## src/sv/hsp_pkg.sv

```systemverilog
// shared types and constants for the hashed slot table
`default_nettype none

package hsp_pkg;

   // table size, key width, and first_computer_number width and reset value
   localparam int SLOTS    = 16;
   localparam int KEY_BITS = 16;
   localparam int FCN_BITS = 8;
   localparam logic [FCN_BITS-1:0] FCN_RESET = 8'd21;

   // request codes
   localparam logic [1:0] REQ_PLACE  = 2'd0;
   localparam logic [1:0] REQ_REMOVE = 2'd1;
   localparam logic [1:0] REQ_INSERT = 2'd2;

   // response status codes
   localparam logic [1:0] STAT_OK        = 2'd0;
   localparam logic [1:0] STAT_NOT_FOUND = 2'd1;
   localparam logic [1:0] STAT_FULL      = 2'd2;
   localparam logic [1:0] STAT_DROPPED   = 2'd3;

   typedef struct packed {
      logic [1:0]          req_type;
      logic [KEY_BITS-1:0] key;
   } req_word_type;

   typedef struct packed {
      logic [1:0] status;
      logic [3:0] slot;
      logic [8:0] computer_number;
      logic       moved_valid;
      logic [3:0] moved_slot;
      logic [4:0] removed_count;
   } rsp_word_type;

   typedef enum logic [3:0] {
      S_IDLE,
      S_HOME,
      S_DISP,
      S_INS_RD,
      S_OCC,
      S_PROBE_KEEP,
      S_PROBE_DISP,
      S_REM,
      S_DONE
   } state_type;

   // controller to datapath
   typedef struct packed {
      logic       req_take;
      logic       home_set;
      logic       occ_set;
      logic       rd_home;
      logic       scan_start;
      logic       scan_from_zero;
      logic       scan_run;
      logic       wr_en;
      logic       wr_at_chk;
      logic       wr_occ;
      logic       wr_zero;
      logic       count_clr;
      logic       count_inc;
      logic       res_set;
      logic [1:0] res_status;
      logic       res_wrote;
      logic       res_at_chk;
      logic       res_moved;
      logic       rsp_load;
   } cmd_type;

   // datapath to controller
   typedef struct packed {
      logic [1:0] req_code;
      logic       key_zero;
      logic       occ_home_eq;
      logic       rd_zero;
      logic       rd_match;
      logic       chk_vld;
      logic       scan_done;
      logic       count_zero;
      logic       out_free;
   } stat_type;

endpackage

`default_nettype wire

```

## src/sv/hsp_ram.sv

```systemverilog
// generic single write port ram with registered read
`default_nettype none

module hsp_ram #(
   parameter int WIDTH = 16,
   parameter int DEPTH = 16
) (
   input  wire logic                     clock,
   input  wire logic                     wr_en,
   input  wire logic [$clog2(DEPTH)-1:0] wr_addr,
   input  wire logic [WIDTH-1:0]         wr_data,
   input  wire logic                     rd_en,
   input  wire logic [$clog2(DEPTH)-1:0] rd_addr,
   output logic      [WIDTH-1:0]         rd_data
);

   logic [WIDTH-1:0] mem_ff [DEPTH];
   logic [WIDTH-1:0] rd_data_ff;

   always_ff @(posedge clock) begin
      if (wr_en) begin
         mem_ff[wr_addr] <= wr_data;
      end
      if (rd_en) begin
         rd_data_ff <= mem_ff[rd_addr];
      end
   end

   assign rd_data = rd_data_ff;

endmodule

`default_nettype wire

```

## src/sv/hsp_datapath.sv

```systemverilog
// datapath: key store, scan counters and response register
`default_nettype none

module hsp_datapath (
   input  wire logic                    clock,
   input  wire logic                    reset,
   input  wire hsp_pkg::cmd_type        cmd,
   output hsp_pkg::stat_type            stat,
   input  wire hsp_pkg::req_word_type   req_data,
   input  wire logic                    csr_valid,
   input  wire logic [hsp_pkg::FCN_BITS-1:0] csr_data,
   output logic                         rsp_valid,
   input  wire logic                    rsp_ready,
   output hsp_pkg::rsp_word_type        rsp_data
);

   localparam int SLOTS = hsp_pkg::SLOTS;
   localparam int IW    = $clog2(SLOTS);
   localparam int CW    = $clog2(SLOTS + 1);
   localparam int KB    = hsp_pkg::KEY_BITS;
   localparam logic [IW-1:0] LAST_SLOT = IW'(SLOTS - 1);

   // request and operands
   logic [1:0]    type_ff;
   logic [KB-1:0] key_ff, occ_ff;
   logic [IW-1:0] home_ff;
   logic [hsp_pkg::FCN_BITS-1:0] fcn_ff;

   // scan control
   logic [IW-1:0] scan_addr_ff, scan_addr_in, scan_next;
   logic [CW-1:0] scan_left_ff, scan_left_in;
   logic          chk_vld_ff, chk_vld_in;
   logic [IW-1:0] chk_addr_ff, chk_addr_in;
   logic [IW-1:0] home_next;
   logic [CW-1:0] count_ff;

   // key store with per-entry valid bits (invalid reads as empty)
   logic [SLOTS-1:0] vld_ff;
   logic             rv_ff;
   logic             rd_en, scan_issue;
   logic [IW-1:0]    rd_addr, wr_addr;
   logic [KB-1:0]    wr_data, ram_rdata, rd_word;

   // result holding and output register
   logic [1:0]    res_status_ff;
   logic          res_wrote_ff, res_moved_ff;
   logic [IW-1:0] res_slot_ff, res_mslot_ff;
   logic          rsp_valid_ff, rsp_valid_in;
   hsp_pkg::rsp_word_type rsp_word_ff, rsp_word_in;

   hsp_ram #(
      .WIDTH(KB),
      .DEPTH(SLOTS)
   ) u_key_ram (
      .clock  (clock),
      .wr_en  (cmd.wr_en),
      .wr_addr(wr_addr),
      .wr_data(wr_data),
      .rd_en  (rd_en),
      .rd_addr(rd_addr),
      .rd_data(ram_rdata)
   );

   assign scan_issue = cmd.scan_run & (scan_left_ff != '0);
   assign rd_en      = cmd.rd_home | scan_issue;
   assign rd_addr    = cmd.rd_home ? home_ff : scan_addr_ff;
   assign rd_word    = rv_ff ? ram_rdata : '0;
   assign wr_addr    = cmd.wr_at_chk ? chk_addr_ff : home_ff;
   assign wr_data    = cmd.wr_zero ? '0 : (cmd.wr_occ ? occ_ff : key_ff);

   // scan address walk with wraparound
   assign scan_next = (scan_addr_ff == LAST_SLOT) ? '0 : scan_addr_ff + 1'b1;
   assign home_next = (home_ff == LAST_SLOT) ? '0 : home_ff + 1'b1;

   always_comb begin
      scan_addr_in = scan_addr_ff;
      scan_left_in = scan_left_ff;
      chk_vld_in   = scan_issue;
      chk_addr_in  = scan_addr_ff;
      if (cmd.scan_start) begin
         scan_addr_in = cmd.scan_from_zero ? '0 : home_next;
         scan_left_in = cmd.scan_from_zero ? CW'(SLOTS) : CW'(SLOTS - 1);
         chk_vld_in   = 1'b0;
      end else if (scan_issue) begin
         scan_addr_in = scan_next;
         scan_left_in = scan_left_ff - 1'b1;
      end
   end

   // response word
   always_comb begin
      rsp_word_in                 = '0;
      rsp_word_in.status          = res_status_ff;
      rsp_word_in.slot            = res_wrote_ff ? 4'(res_slot_ff) : 4'd0;
      rsp_word_in.computer_number = res_wrote_ff ? (9'(fcn_ff) + 9'(res_slot_ff)) : 9'd0;
      rsp_word_in.moved_valid     = res_moved_ff;
      rsp_word_in.moved_slot      = res_moved_ff ? 4'(res_mslot_ff) : 4'd0;
      rsp_word_in.removed_count   = 5'(count_ff);
   end

   always_comb begin
      rsp_valid_in = rsp_valid_ff;
      if (cmd.rsp_load) begin
         rsp_valid_in = 1'b1;
      end else if (rsp_ready) begin
         rsp_valid_in = 1'b0;
      end
   end

   // control state
   always_ff @(posedge clock) begin
      if (reset) begin
         vld_ff       <= '0;
         rv_ff        <= 1'b0;
         chk_vld_ff   <= 1'b0;
         scan_left_ff <= '0;
         rsp_valid_ff <= 1'b0;
         fcn_ff       <= hsp_pkg::FCN_RESET;
      end else begin
         if (cmd.wr_en) begin
            vld_ff[wr_addr] <= 1'b1;
         end
         if (rd_en) begin
            rv_ff <= vld_ff[rd_addr];
         end
         chk_vld_ff   <= chk_vld_in;
         scan_left_ff <= scan_left_in;
         rsp_valid_ff <= rsp_valid_in;
         if (csr_valid) begin
            fcn_ff <= csr_data;
         end
      end
   end

   // payload
   always_ff @(posedge clock) begin
      scan_addr_ff <= scan_addr_in;
      chk_addr_ff  <= chk_addr_in;
      if (cmd.req_take) begin
         type_ff <= req_data.req_type;
         key_ff  <= req_data.key;
      end
      // slot count is a power of two, so the home slot is the low key bits
      if (cmd.home_set) begin
         home_ff <= key_ff[IW-1:0];
      end
      if (cmd.occ_set) begin
         occ_ff <= rd_word;
      end
      if (cmd.count_clr) begin
         count_ff <= '0;
      end else if (cmd.count_inc) begin
         count_ff <= count_ff + 1'b1;
      end
      if (cmd.res_set) begin
         res_status_ff <= cmd.res_status;
         res_wrote_ff  <= cmd.res_wrote;
         res_slot_ff   <= cmd.res_at_chk ? chk_addr_ff : home_ff;
         res_moved_ff  <= cmd.res_moved;
         res_mslot_ff  <= chk_addr_ff;
      end
      if (cmd.rsp_load) begin
         rsp_word_ff <= rsp_word_in;
      end
   end

   assign stat.req_code    = type_ff;
   assign stat.key_zero    = (key_ff == '0);
   assign stat.occ_home_eq = (occ_ff[IW-1:0] == home_ff);
   assign stat.rd_zero     = (rd_word == '0);
   assign stat.rd_match    = (rd_word == key_ff);
   assign stat.chk_vld     = chk_vld_ff;
   assign stat.scan_done   = ~chk_vld_ff & (scan_left_ff == '0);
   assign stat.count_zero  = (count_ff == '0);
   assign stat.out_free    = ~rsp_valid_ff | rsp_ready;

   assign rsp_valid = rsp_valid_ff;
   assign rsp_data  = rsp_word_ff;

endmodule

`default_nettype wire

```

## src/sv/hsp_ctrl.sv

```systemverilog
// controller state machine for the hashed slot table
`default_nettype none

module hsp_ctrl (
   input  wire logic              clock,
   input  wire logic              reset,
   input  wire logic              req_valid,
   output logic                   req_ready,
   input  wire hsp_pkg::stat_type stat,
   output hsp_pkg::cmd_type       cmd
);

   hsp_pkg::state_type state_ff, state_in;
   logic probe_hit, rem_hit;

   assign probe_hit = stat.chk_vld & stat.rd_zero;
   assign rem_hit   = stat.chk_vld & stat.rd_match;

   always_ff @(posedge clock) begin
      if (reset) begin
         state_ff <= hsp_pkg::S_IDLE;
      end else begin
         state_ff <= state_in;
      end
   end

   // next state
   always_comb begin
      state_in = state_ff;
      unique case (state_ff)
         hsp_pkg::S_IDLE: begin
            if (req_valid) state_in = hsp_pkg::S_HOME;
         end
         hsp_pkg::S_HOME: begin
            state_in = hsp_pkg::S_DISP;
         end
         hsp_pkg::S_DISP: begin
            unique case (stat.req_code)
               hsp_pkg::REQ_REMOVE: begin
                  state_in = stat.key_zero ? hsp_pkg::S_DONE : hsp_pkg::S_REM;
               end
               hsp_pkg::REQ_INSERT: begin
                  state_in = stat.key_zero ? hsp_pkg::S_DONE : hsp_pkg::S_INS_RD;
               end
               default: state_in = hsp_pkg::S_DONE;
            endcase
         end
         hsp_pkg::S_INS_RD: begin
            state_in = stat.rd_zero ? hsp_pkg::S_DONE : hsp_pkg::S_OCC;
         end
         hsp_pkg::S_OCC: begin
            state_in = stat.occ_home_eq ? hsp_pkg::S_PROBE_KEEP : hsp_pkg::S_PROBE_DISP;
         end
         hsp_pkg::S_PROBE_KEEP, hsp_pkg::S_PROBE_DISP: begin
            if (probe_hit || stat.scan_done) state_in = hsp_pkg::S_DONE;
         end
         hsp_pkg::S_REM: begin
            if (stat.scan_done) state_in = hsp_pkg::S_DONE;
         end
         hsp_pkg::S_DONE: begin
            if (stat.out_free) state_in = hsp_pkg::S_IDLE;
         end
         default: state_in = hsp_pkg::S_IDLE;
      endcase
   end

   // outputs
   always_comb begin
      cmd       = '0;
      req_ready = 1'b0;
      unique case (state_ff)
         hsp_pkg::S_IDLE: begin
            req_ready = 1'b1;
            if (req_valid) begin
               cmd.req_take  = 1'b1;
               cmd.count_clr = 1'b1;
            end
         end
         hsp_pkg::S_HOME: begin
            cmd.home_set = 1'b1;
         end
         hsp_pkg::S_DISP: begin
            unique case (stat.req_code)
               hsp_pkg::REQ_PLACE: begin
                  cmd.wr_en      = 1'b1;
                  cmd.res_set    = 1'b1;
                  cmd.res_status = hsp_pkg::STAT_OK;
                  cmd.res_wrote  = 1'b1;
               end
               hsp_pkg::REQ_REMOVE: begin
                  if (stat.key_zero) begin
                     cmd.res_set    = 1'b1;
                     cmd.res_status = hsp_pkg::STAT_NOT_FOUND;
                  end else begin
                     cmd.scan_start     = 1'b1;
                     cmd.scan_from_zero = 1'b1;
                  end
               end
               hsp_pkg::REQ_INSERT: begin
                  if (stat.key_zero) begin
                     cmd.res_set    = 1'b1;
                     cmd.res_status = hsp_pkg::STAT_OK;
                     cmd.res_wrote  = 1'b1;
                  end else begin
                     cmd.rd_home = 1'b1;
                  end
               end
               default: begin
                  cmd.res_set    = 1'b1;
                  cmd.res_status = hsp_pkg::STAT_OK;
               end
            endcase
         end
         hsp_pkg::S_INS_RD: begin
            if (stat.rd_zero) begin
               cmd.wr_en      = 1'b1;
               cmd.res_set    = 1'b1;
               cmd.res_status = hsp_pkg::STAT_OK;
               cmd.res_wrote  = 1'b1;
            end else begin
               cmd.occ_set = 1'b1;
            end
         end
         hsp_pkg::S_OCC: begin
            cmd.scan_start = 1'b1;
            cmd.wr_en      = ~stat.occ_home_eq;
         end
         hsp_pkg::S_PROBE_KEEP: begin
            cmd.scan_run = 1'b1;
            if (probe_hit) begin
               cmd.wr_en      = 1'b1;
               cmd.wr_at_chk  = 1'b1;
               cmd.res_set    = 1'b1;
               cmd.res_status = hsp_pkg::STAT_OK;
               cmd.res_wrote  = 1'b1;
               cmd.res_at_chk = 1'b1;
               cmd.res_moved  = 1'b1;
            end else if (stat.scan_done) begin
               cmd.res_set    = 1'b1;
               cmd.res_status = hsp_pkg::STAT_FULL;
            end
         end
         hsp_pkg::S_PROBE_DISP: begin
            cmd.scan_run = 1'b1;
            if (probe_hit) begin
               cmd.wr_en      = 1'b1;
               cmd.wr_at_chk  = 1'b1;
               cmd.wr_occ     = 1'b1;
               cmd.res_set    = 1'b1;
               cmd.res_status = hsp_pkg::STAT_OK;
               cmd.res_wrote  = 1'b1;
               cmd.res_moved  = 1'b1;
            end else if (stat.scan_done) begin
               cmd.res_set    = 1'b1;
               cmd.res_status = hsp_pkg::STAT_DROPPED;
               cmd.res_wrote  = 1'b1;
            end
         end
         hsp_pkg::S_REM: begin
            cmd.scan_run = 1'b1;
            if (rem_hit) begin
               cmd.wr_en     = 1'b1;
               cmd.wr_at_chk = 1'b1;
               cmd.wr_zero   = 1'b1;
               cmd.count_inc = 1'b1;
            end
            if (stat.scan_done) begin
               cmd.res_set    = 1'b1;
               cmd.res_status = stat.count_zero ? hsp_pkg::STAT_NOT_FOUND : hsp_pkg::STAT_OK;
            end
         end
         hsp_pkg::S_DONE: begin
            cmd.rsp_load = stat.out_free;
         end
         default: begin
            cmd = '0;
         end
      endcase
   end

endmodule

`default_nettype wire

```

## src/sv/hash_slot_probe_replace.sv

```systemverilog
// top level of the hashed slot table with probing and replacement
// one request in flight; the key ram's single read port sweeps or probes one slot per cycle
// the block turns ready for the next word as the response word is registered; a stalled response
//   word holds the block in its hand-off state
// reset (synchronous) empties the table at once through per-slot valid bits and sets first_computer_number to 21
`default_nettype none

module hash_slot_probe_replace (
   input  wire logic                         clock,
   input  wire logic                         reset,
   // request words
   input  wire logic                         req_valid,
   output logic                              req_ready,
   input  wire hsp_pkg::req_word_type        req_data,
   // response words
   output logic                              rsp_valid,
   input  wire logic                         rsp_ready,
   output hsp_pkg::rsp_word_type             rsp_data,
   // first_computer_number register
   input  wire logic                         csr_valid,
   output logic                              csr_ready,
   input  wire logic [hsp_pkg::FCN_BITS-1:0] csr_data
);

   hsp_pkg::cmd_type  cmd;
   hsp_pkg::stat_type stat;

   // register writes are to arrive only while idle (not enforced by the block); the port never stalls
   assign csr_ready = 1'b1;

   // sequencer: home slot, dispatch, probe or sweep, response hand-off
   hsp_ctrl u_hsp_ctrl (
      .clock    (clock),
      .reset    (reset),
      .req_valid(req_valid),
      .req_ready(req_ready),
      .stat     (stat),
      .cmd      (cmd)
   );

   // key ram, scan counters and output register
   // slot links never reach a response, so no link store is kept
   hsp_datapath u_hsp_datapath (
      .clock    (clock),
      .reset    (reset),
      .cmd      (cmd),
      .stat     (stat),
      .req_data (req_data),
      .csr_valid(csr_valid),
      .csr_data (csr_data),
      .rsp_valid(rsp_valid),
      .rsp_ready(rsp_ready),
      .rsp_data (rsp_data)
   );

endmodule

`default_nettype wire

```

## config.mk

```make
export PLATFORM = sky130hd
export DESIGN_NAME = hash_slot_probe_replace
export DESIGN_NICKNAME = d
export VERILOG_FILES = /design/src/sv/hsp_pkg.sv /design/src/sv/hsp_ram.sv /design/src/sv/hsp_datapath.sv /design/src/sv/hsp_ctrl.sv /design/src/sv/hash_slot_probe_replace.sv
export SDC_FILE = /design/constraint.sdc
export NUM_CORES = 1
export LEC_CHECK = 0
export ABC_AREA = 1
export BUFFER_PORTS_ARGS = -buffer_cell sky130_fd_sc_hd__buf_4
export CAP_MARGIN = 20
export CORE_MARGIN = 4
export CORE_UTILIZATION = 35
export CTS_CLUSTER_SIZE = 25
export DETAILED_ROUTE_END_ITERATION = 10
export GPL_TIMING_DRIVEN = 0
export PLACE_DENSITY = 0.62
export SLEW_MARGIN = 10
export SYNTH_ARGS = -nofsm -noshare
export SYNTH_HDL_FRONTEND = slang
export SYNTH_HIERARCHICAL = 1
export SYNTH_SLANG_ARGS = --single-unit
export TNS_END_PERCENT = 10
```

## constraint.sdc

```tcl
create_clock -name clock -period 5.55 [get_ports clock]
set_input_delay 1.11 -clock clock [delete_from_list [all_inputs] [get_ports clock]]
set_output_delay 1.11 -clock clock [all_outputs]
set_load 0.02 [all_outputs]
```

==> results.toml, run 1 <==
[logic_synthesis]
ys_warn_count = 6
ys_ff_latch = 396
async_flop_share = 0
ys_seq_area_frac = 0.651
syn_inst = 1760
synth_area_per_cell_um2 = 9.98
synthesis.nets = 1804
syn_area_mm2 = 0.0176
synth_cell_types = 45
synth_edf_count = 351
ys.flop_type = "edfxtp_1"

[floorplanning]
die_w_um = 232
initial_core_util = 0.357
ioPinCount = 59
coreArea_mm2 = 0.0493
die_h_um = 232
std_cell_rows = 81
dieArea_mm2 = 0.0538

[placement]
gp_congestion = 0.898
port_buffers = 56
dpl.hpwl_um = 31600
place_worst_setup_slack_ns = 1.34

[job]
drv_cap = 0

[drt]
vias_per_cell = 4.82
top_layer_used = "met4"
wirelength_um = 44800
met1_length_um = 18500
drtAntennaViolNets = 0
drc = 0
drt_first_pass_iters = 5
drt_iter0_drc = 1186
wl_met2_um = 21200
wire_per_inst_um = 17.3
route.met3.wl_um = 3510
vias = 12433

[sta]
setup_ws_ns = 1.36
hold_viol = 0
worstMarginPinSlew_ns = 0.995
setup-tns-final_ns = 0
whs_ns = 0.422
period_share = 0.755
slew_headroom = 0.337
skew_ns = 0.0228
final-setup-viol-count = 0
post-route-min-period_ns = 4.19
slew_violations = 0
rsz0062_at_grt = "no"
max_freq_mhz = 239

[pwr]
p_switching_mw = 2.54
swShare = 0.308
seq_power_share = 0.450
p_int_mw = 5.70
p_per_area_mw_per_mm2 = 399
p_total_mw = 8.23
combPwrFrac = 0.229
p_clk_frac = 0.321
ir_worst_vdd_uv = 314
p_leak_nw = 8.72

[cells_and_area]
syn_to_final_growth_pct = 17.5
layout_common_cells = "nand2_1, edfxtp_1, inv_1"
multi_input_comb_area_mm2 = 0.00468
fillers = 4729
nNetsFinal = 1931
drive_gt1_frac = 0.132
layout.area.seq_mm2 = 0.0114
num_antenna_cells = 0
final_common_cell = "nand2_1"

[clocking]
path_clk_slew_ns = 0.06
cts_root_buf = "clkbuf_16"
clk_latency_ns = 0.55
cts_tree = "done"
cts_max_level = 2
holdBufCountCts = 0
cts_resized = 0
cts.path.max_buffers = 3
cts_made_buffers = 40
postCtsSetupRepairBufs = 0
cts_sinks = 396

[setup_path]
cp_num_buf_inv = 4
cp-end-kind = "register"
critPathArrivalTime_ns = 4.36
slowest_stage = "nor2_2"
cp-start-kind = "register"
cp_common_cell = "nand2_1"
slowest_delay_ns = 0.77
cp_cell_sequence = "buf_4 > buf_4 > nand2_1 > nand4_1 > nor4_1 > nand2_1 > nor2_1 > nor2_1 > inv_1 > nand2_1 > o21ai_2 > inv_2 > nand3b_1 > nor2_2"
required_ns = 5.72
path_class = "reg2reg"
critical_path.top_delay_family = "simple AND/OR/NAND/NOR gates"
crit_fanout = 16

[global_routing]
grt_pass1_vias = 12078
grt_pass1_wl_um = 67700
antenna_found_initial = 0
grt_usage = 0.163
overflow = 0
grt_max_degree = 19

[run_status]
status = "finished clean"

[hold_path]
min_path_type = "reg2reg"
[logic make-up (layout without fill, tap and decap cells)]
logic type / after synthesis / count (layout) / synth area share
xor gates and xnor gates: 19 / 19 / 0.00947
DFF: 396 / 396 / 0.651
AOI/OAI and AO/OA: 92 / 92 / 0.0302
and+or+nand+nor: 849 / 849 / 0.207
adders and majority gates: 13 / 13 / 0.00969
buffers and inverters: 390 / 547 / 0.0916
other: 1 / 1 / 0.000214
[metal layers]
layer	track usage	up-vias
met3	0.0301	92
met4	0.0579	0
met2	0.275	477
met5	0	-
li1	-	5970
met1	0.212	5894
[layout make-up]
class	instances	share of cell area
Sequential cell	396	0.554
Multi-Input combinational cell	974	0.227
Inverter	321	0.0586
Clock buffer	53	0.0534
Tap cell	664	0.0402
Timing Repair Buffer	85	0.0387
Buffer	69	0.0193
Clock inverter	19	0.00849
[sequential cells by signal (all words and copies together), names as in the netlist, 2 cells and up]
name / count
u_hsp_datapath/u_key_ram/mem_ff: 256
u_hsp_datapath/key_ff: 16
u_hsp_datapath/res_mslot_ff: 4
u_hsp_datapath/chk_addr_in: 4
u_hsp_datapath/home_ff: 4
u_hsp_datapath/u_key_ram/rd_data: 16
u_hsp_datapath/count_ff: 5
u_hsp_datapath/vld_ff: 16
u_hsp_datapath/fcn_ff: 8
u_hsp_datapath/res_status_ff: 2
u_hsp_datapath/occ_ff: 16
u_hsp_datapath/chk_addr_ff: 4
u_hsp_datapath/scan_left_ff: 5
u_hsp_datapath/type_ff: 2
u_hsp_datapath/res_slot_ff: 4
u_hsp_datapath/rsp_data: 25
u_hsp_ctrl/state_ff: 4
[Yosys cell counts (all sizes together) (12+ instances only)]
| cell type | number | area share |
|---|---|---|
| o21ai | 31 | 0.0097 |
| clkbuf | 21 | 0.0045 |
| nor3 | 16 | 0.0061 |
| nand2 | 485 | 0.10 |
| inv | 321 | 0.069 |
| buf | 48 | 0.018 |
| edfxtp | 351 | 0.60 |
| dfxtp | 45 | 0.051 |
| ha | 12 | 0.0085 |
| nor2 | 81 | 0.018 |
| a21oi | 42 | 0.012 |
| nand3 | 244 | 0.070 |
[power by group through the flow]
stage               registers, mW  logic [mW]  clock network, mW
floorplan                    3.76        1.09                  0
global placement             3.78        1.70                  0
detailed placement           3.77        1.86                  0
CTS                          3.70        1.87               2.70
global route                 3.72        2.04               2.83
finish                       3.70        1.89               2.65
[final timing paths]
path,startpoint,endpoint,slack (ns),cells past startpoint
min reg2reg,u_hsp_datapath/res_status_ff[0]$_DFFE_PP_,u_hsp_datapath/rsp_data[23]$_DFFE_PP_,0.42,0
min,u_hsp_datapath/res_status_ff[0]$_DFFE_PP_,u_hsp_datapath/rsp_data[23]$_DFFE_PP_,0.42,0
max reg2reg,u_hsp_datapath/rv_ff$_SDFFE_PP0P_,u_hsp_datapath/u_key_ram/mem_ff[9][14]$_DFFE_PP_,1.36,14
max,u_hsp_datapath/rv_ff$_SDFFE_PP0P_,u_hsp_datapath/u_key_ram/mem_ff[9][14]$_DFFE_PP_,1.36,14
[worst register-to-register path, cell delays in order (launching register included)]
cell and delay (ns):
dfxtp_1 0.30, buf_4 0.15, buf_4 0.17, nand2_1 0.15, nand4_1 0.10, nor4_1 0.64
nand2_1 0.26, nor2_1 0.22, nor2_1 0.09, inv_1 0.25, nand2_1 0.11, o21ai_2 0.13
inv_2 0.12, nand3b_1 0.35, nor2_2 0.77
[per-stage QoR]
step	area, um2	utilization	std cells
after floorplan	17600	-	1760
after global routing	20600	0.419	2581
after global placement	18800	0.382	2480
after CTS	20600	0.419	2581
final	20600	0.419	2581
after detailed placement	19400	0.393	2509
No activity file was read; power rests on OpenSTA's default activity.
==> inputs of run 2 (changes only) <==
--- a/config.mk
+++ b/config.mk
@@ -13,7 +13,7 @@
 export CTS_CLUSTER_SIZE = 25
 export DETAILED_ROUTE_END_ITERATION = 10
 export GPL_TIMING_DRIVEN = 0
-export PLACE_DENSITY = 0.62
+export PLACE_DENSITY = 0.64
 export SLEW_MARGIN = 10
 export SYNTH_ARGS = -nofsm -noshare
 export SYNTH_HDL_FRONTEND = slang
==> constraint.sdc (replaced) <==
create_clock -name clock -period 3.7 [get_ports clock]
set_input_delay 0.74 -clock clock [delete_from_list [all_inputs] [get_ports clock]]
set_output_delay 0.74 -clock clock [all_outputs]
set_load 0.02 [all_outputs]
==> run 2 against run 1 <==
Global-route usage up 0.19 points; utilization up 0.69 points; flip-flop and latch count is the same; critical endpoint is now u_hsp_datapath/u_key_ram/rd_data[10]$_DFFE_PP_; non-clock buffer count rose by 13; clock skew hardly changed.
==> results.toml, run 2 (synthesis gave the netlist of run 1 again) <==
[run_status]
status = "finished clean"

[clocking]
cts_sinks = 396
cts_made_buffers = 41
cts.path.max_buffers = 3
holdBufCountCts = 0
clk_latency_ns = 0.55
cts_max_level = 2
cts_root_buf = "clkbuf_16"
path_clk_slew_ns = 0.06
cts_tree = "done"

[setup_path]
slowest_stage = "clkbuf_1"
cp-end-kind = "register"
cp_common_cell = "nand2_1"
reg2reg_depth = 15
crit_fanout = 10
cp_cell_sequence = "nor4_1 > nand2_1 > nor3_1 > inv_1 > nand2_1 > nor2_1 > buf_4 > nand2_1 > nand2_1 > inv_2 > clkbuf_1 > nand3_1 > nand3_1 > nand3_1 > nand2_1"
required_ns = 4.11
path_class = "reg2reg"
cp-start-kind = "register"
critPathArrivalTime_ns = 4.05
slowest_delay_ns = 0.56

[floorplanning]
std_cell_rows = 81
die_w_um = 232
die_h_um = 232
ioPinCount = 59
initial_core_util = 0.357
dieArea_mm2 = 0.0538
coreArea_mm2 = 0.0493

[global_routing]
grt_pass1_wl_um = 68900
grt.busiest_layer = "met2"
antenna_found_initial = 1
grt_usage = 0.165
use_met3 = 0.0302
met1_usage = 0.216
grt_max_degree = 19
use_met2 = 0.275
grt_pass1_vias = 11960
overflow = 0

[hold_path]
holdPathStages = 1
min_path_type = "in2reg"

[sta]
slew_headroom = 0.367
slew_violations = 0
whs_ns = 0.365
period_share = 0.984
hold_viol = 0
skew_ns = 0.0224
post-route-min-period_ns = 3.64
worstMarginPinSlew_ns = 0.950
final-setup-viol-count = 0
max_freq_mhz = 275
rsz0062_at_grt = "yes"
setup_ws_ns = 0.0592

[drt]
wirelength_um = 45400
vias = 12486
drc = 0
drt_iter0_drc = 1111
wire_per_inst_um = 17.5
drtAntennaViolNets = 0
drt_first_pass_iters = 7
vias_per_cell = 4.81

[pwr]
ir_worst_vdd_uv = 410
p_per_area_mw_per_mm2 = 593
p_leak_nw = 8.85
p_total_mw = 12.4

[cells_and_area]
fillers = 4665
drive_gt1_frac = 0.148
final_common_cell = "nand2_1"
regMostFlops = "u_hsp_datapath/u_key_ram/mem_ff"
largest_reg_flops = 256
syn_to_final_growth_pct = 19.5
nNetsFinal = 1945
num_antenna_cells = 0
layout.cells.non_filler = 2596
layout_common_cells = "nand2_1, edfxtp_1, inv_1"

[job]
drv_cap = 0

[placement]
place_worst_setup_slack_ns = -0.652
gp_congestion = 0.946
dp.cells = 2505
port_buffers = 56
dpl.hpwl_um = 31600
[run 2: cell count changes in the layout (fill, tap and decap cells not counted), sizes merged]
cell	delta
clkinvlp	-1
clkinv	+4
bufinv	-1
buf	+13
[run 2: cell type report]
| type | instances | area [um2] | share of cell area |
|---|---|---|---|
| clock inverter | 21 | 156 | 0.00745 |
| sequential | 396 | 11400 | 0.545 |
| multi-input combinational | 974 | 4810 | 0.229 |
| inverter | 321 | 1210 | 0.0577 |
| tap | 664 | 831 | 0.0396 |
| clock buffer | 53 | 1130 | 0.0540 |
| timing repair buffer | 98 | 987 | 0.0471 |
| buffer | 69 | 409 | 0.0195 |
[run 2: repair_timing]
action,CTS,global route
buffers inserted,11,6
setup endpoints to repair,462,348
pin swaps,10,5
gates resized for setup,23,14
[run 2: metrics by stage]
step	utilization	cell area, um2	setup TNS (ns)
final	0.426	21000	0
after global placement	0.382	18800	-527.34
after CTS	0.424	20900	-0.166
after global routing	0.426	21000	-1.77
after floorplan	-	17600	0
after detailed placement	0.392	19300	-137.76
[run 2: worst max-delay path: cells and delay by family (launching register included)]
family / cells / cell delay, ns
buf+inv: 4 / 1.14
simple gates: 11 / 1.91
flops: 1 / 0.45
[run 2: final timing paths]
check / from / end / slack [ns]
setup / recovery: u_hsp_datapath/key_ff[10]$_DFFE_PP_ / u_hsp_datapath/u_key_ram/rd_data[10]$_DFFE_PP_ / 0.06
hold / removal: req_data[2] / u_hsp_datapath/key_ff[2]$_DFFE_PP_ / 0.37
setup reg to reg: u_hsp_datapath/key_ff[10]$_DFFE_PP_ / u_hsp_datapath/u_key_ram/rd_data[10]$_DFFE_PP_ / 0.06
hold reg to reg: u_hsp_datapath/res_status_ff[1]$_DFFE_PP_ / u_hsp_datapath/rsp_data[24]$_DFFE_PP_ / 0.43
[run 2: routing by layer]
metal / routed length [um] / up-vias / share of wire
met5: 0 / - / 0
met4: 1630 / 0 / 0.036
met3: 3800 / 107 / 0.084
met2: 21400 / 474 / 0.47
met1: 18500 / 5900 / 0.41
li1: - / 6005 / -
[run 2: power by group]
part | internal [mW] | switching, mW | leakage, nW
logic | 0.869 | 2.04 | 4.68
registers | 5.40 | 0.156 | 3.53
clock network | 2.30 | 1.67 | 0.637
total | 8.57 | 3.87 | 8.85
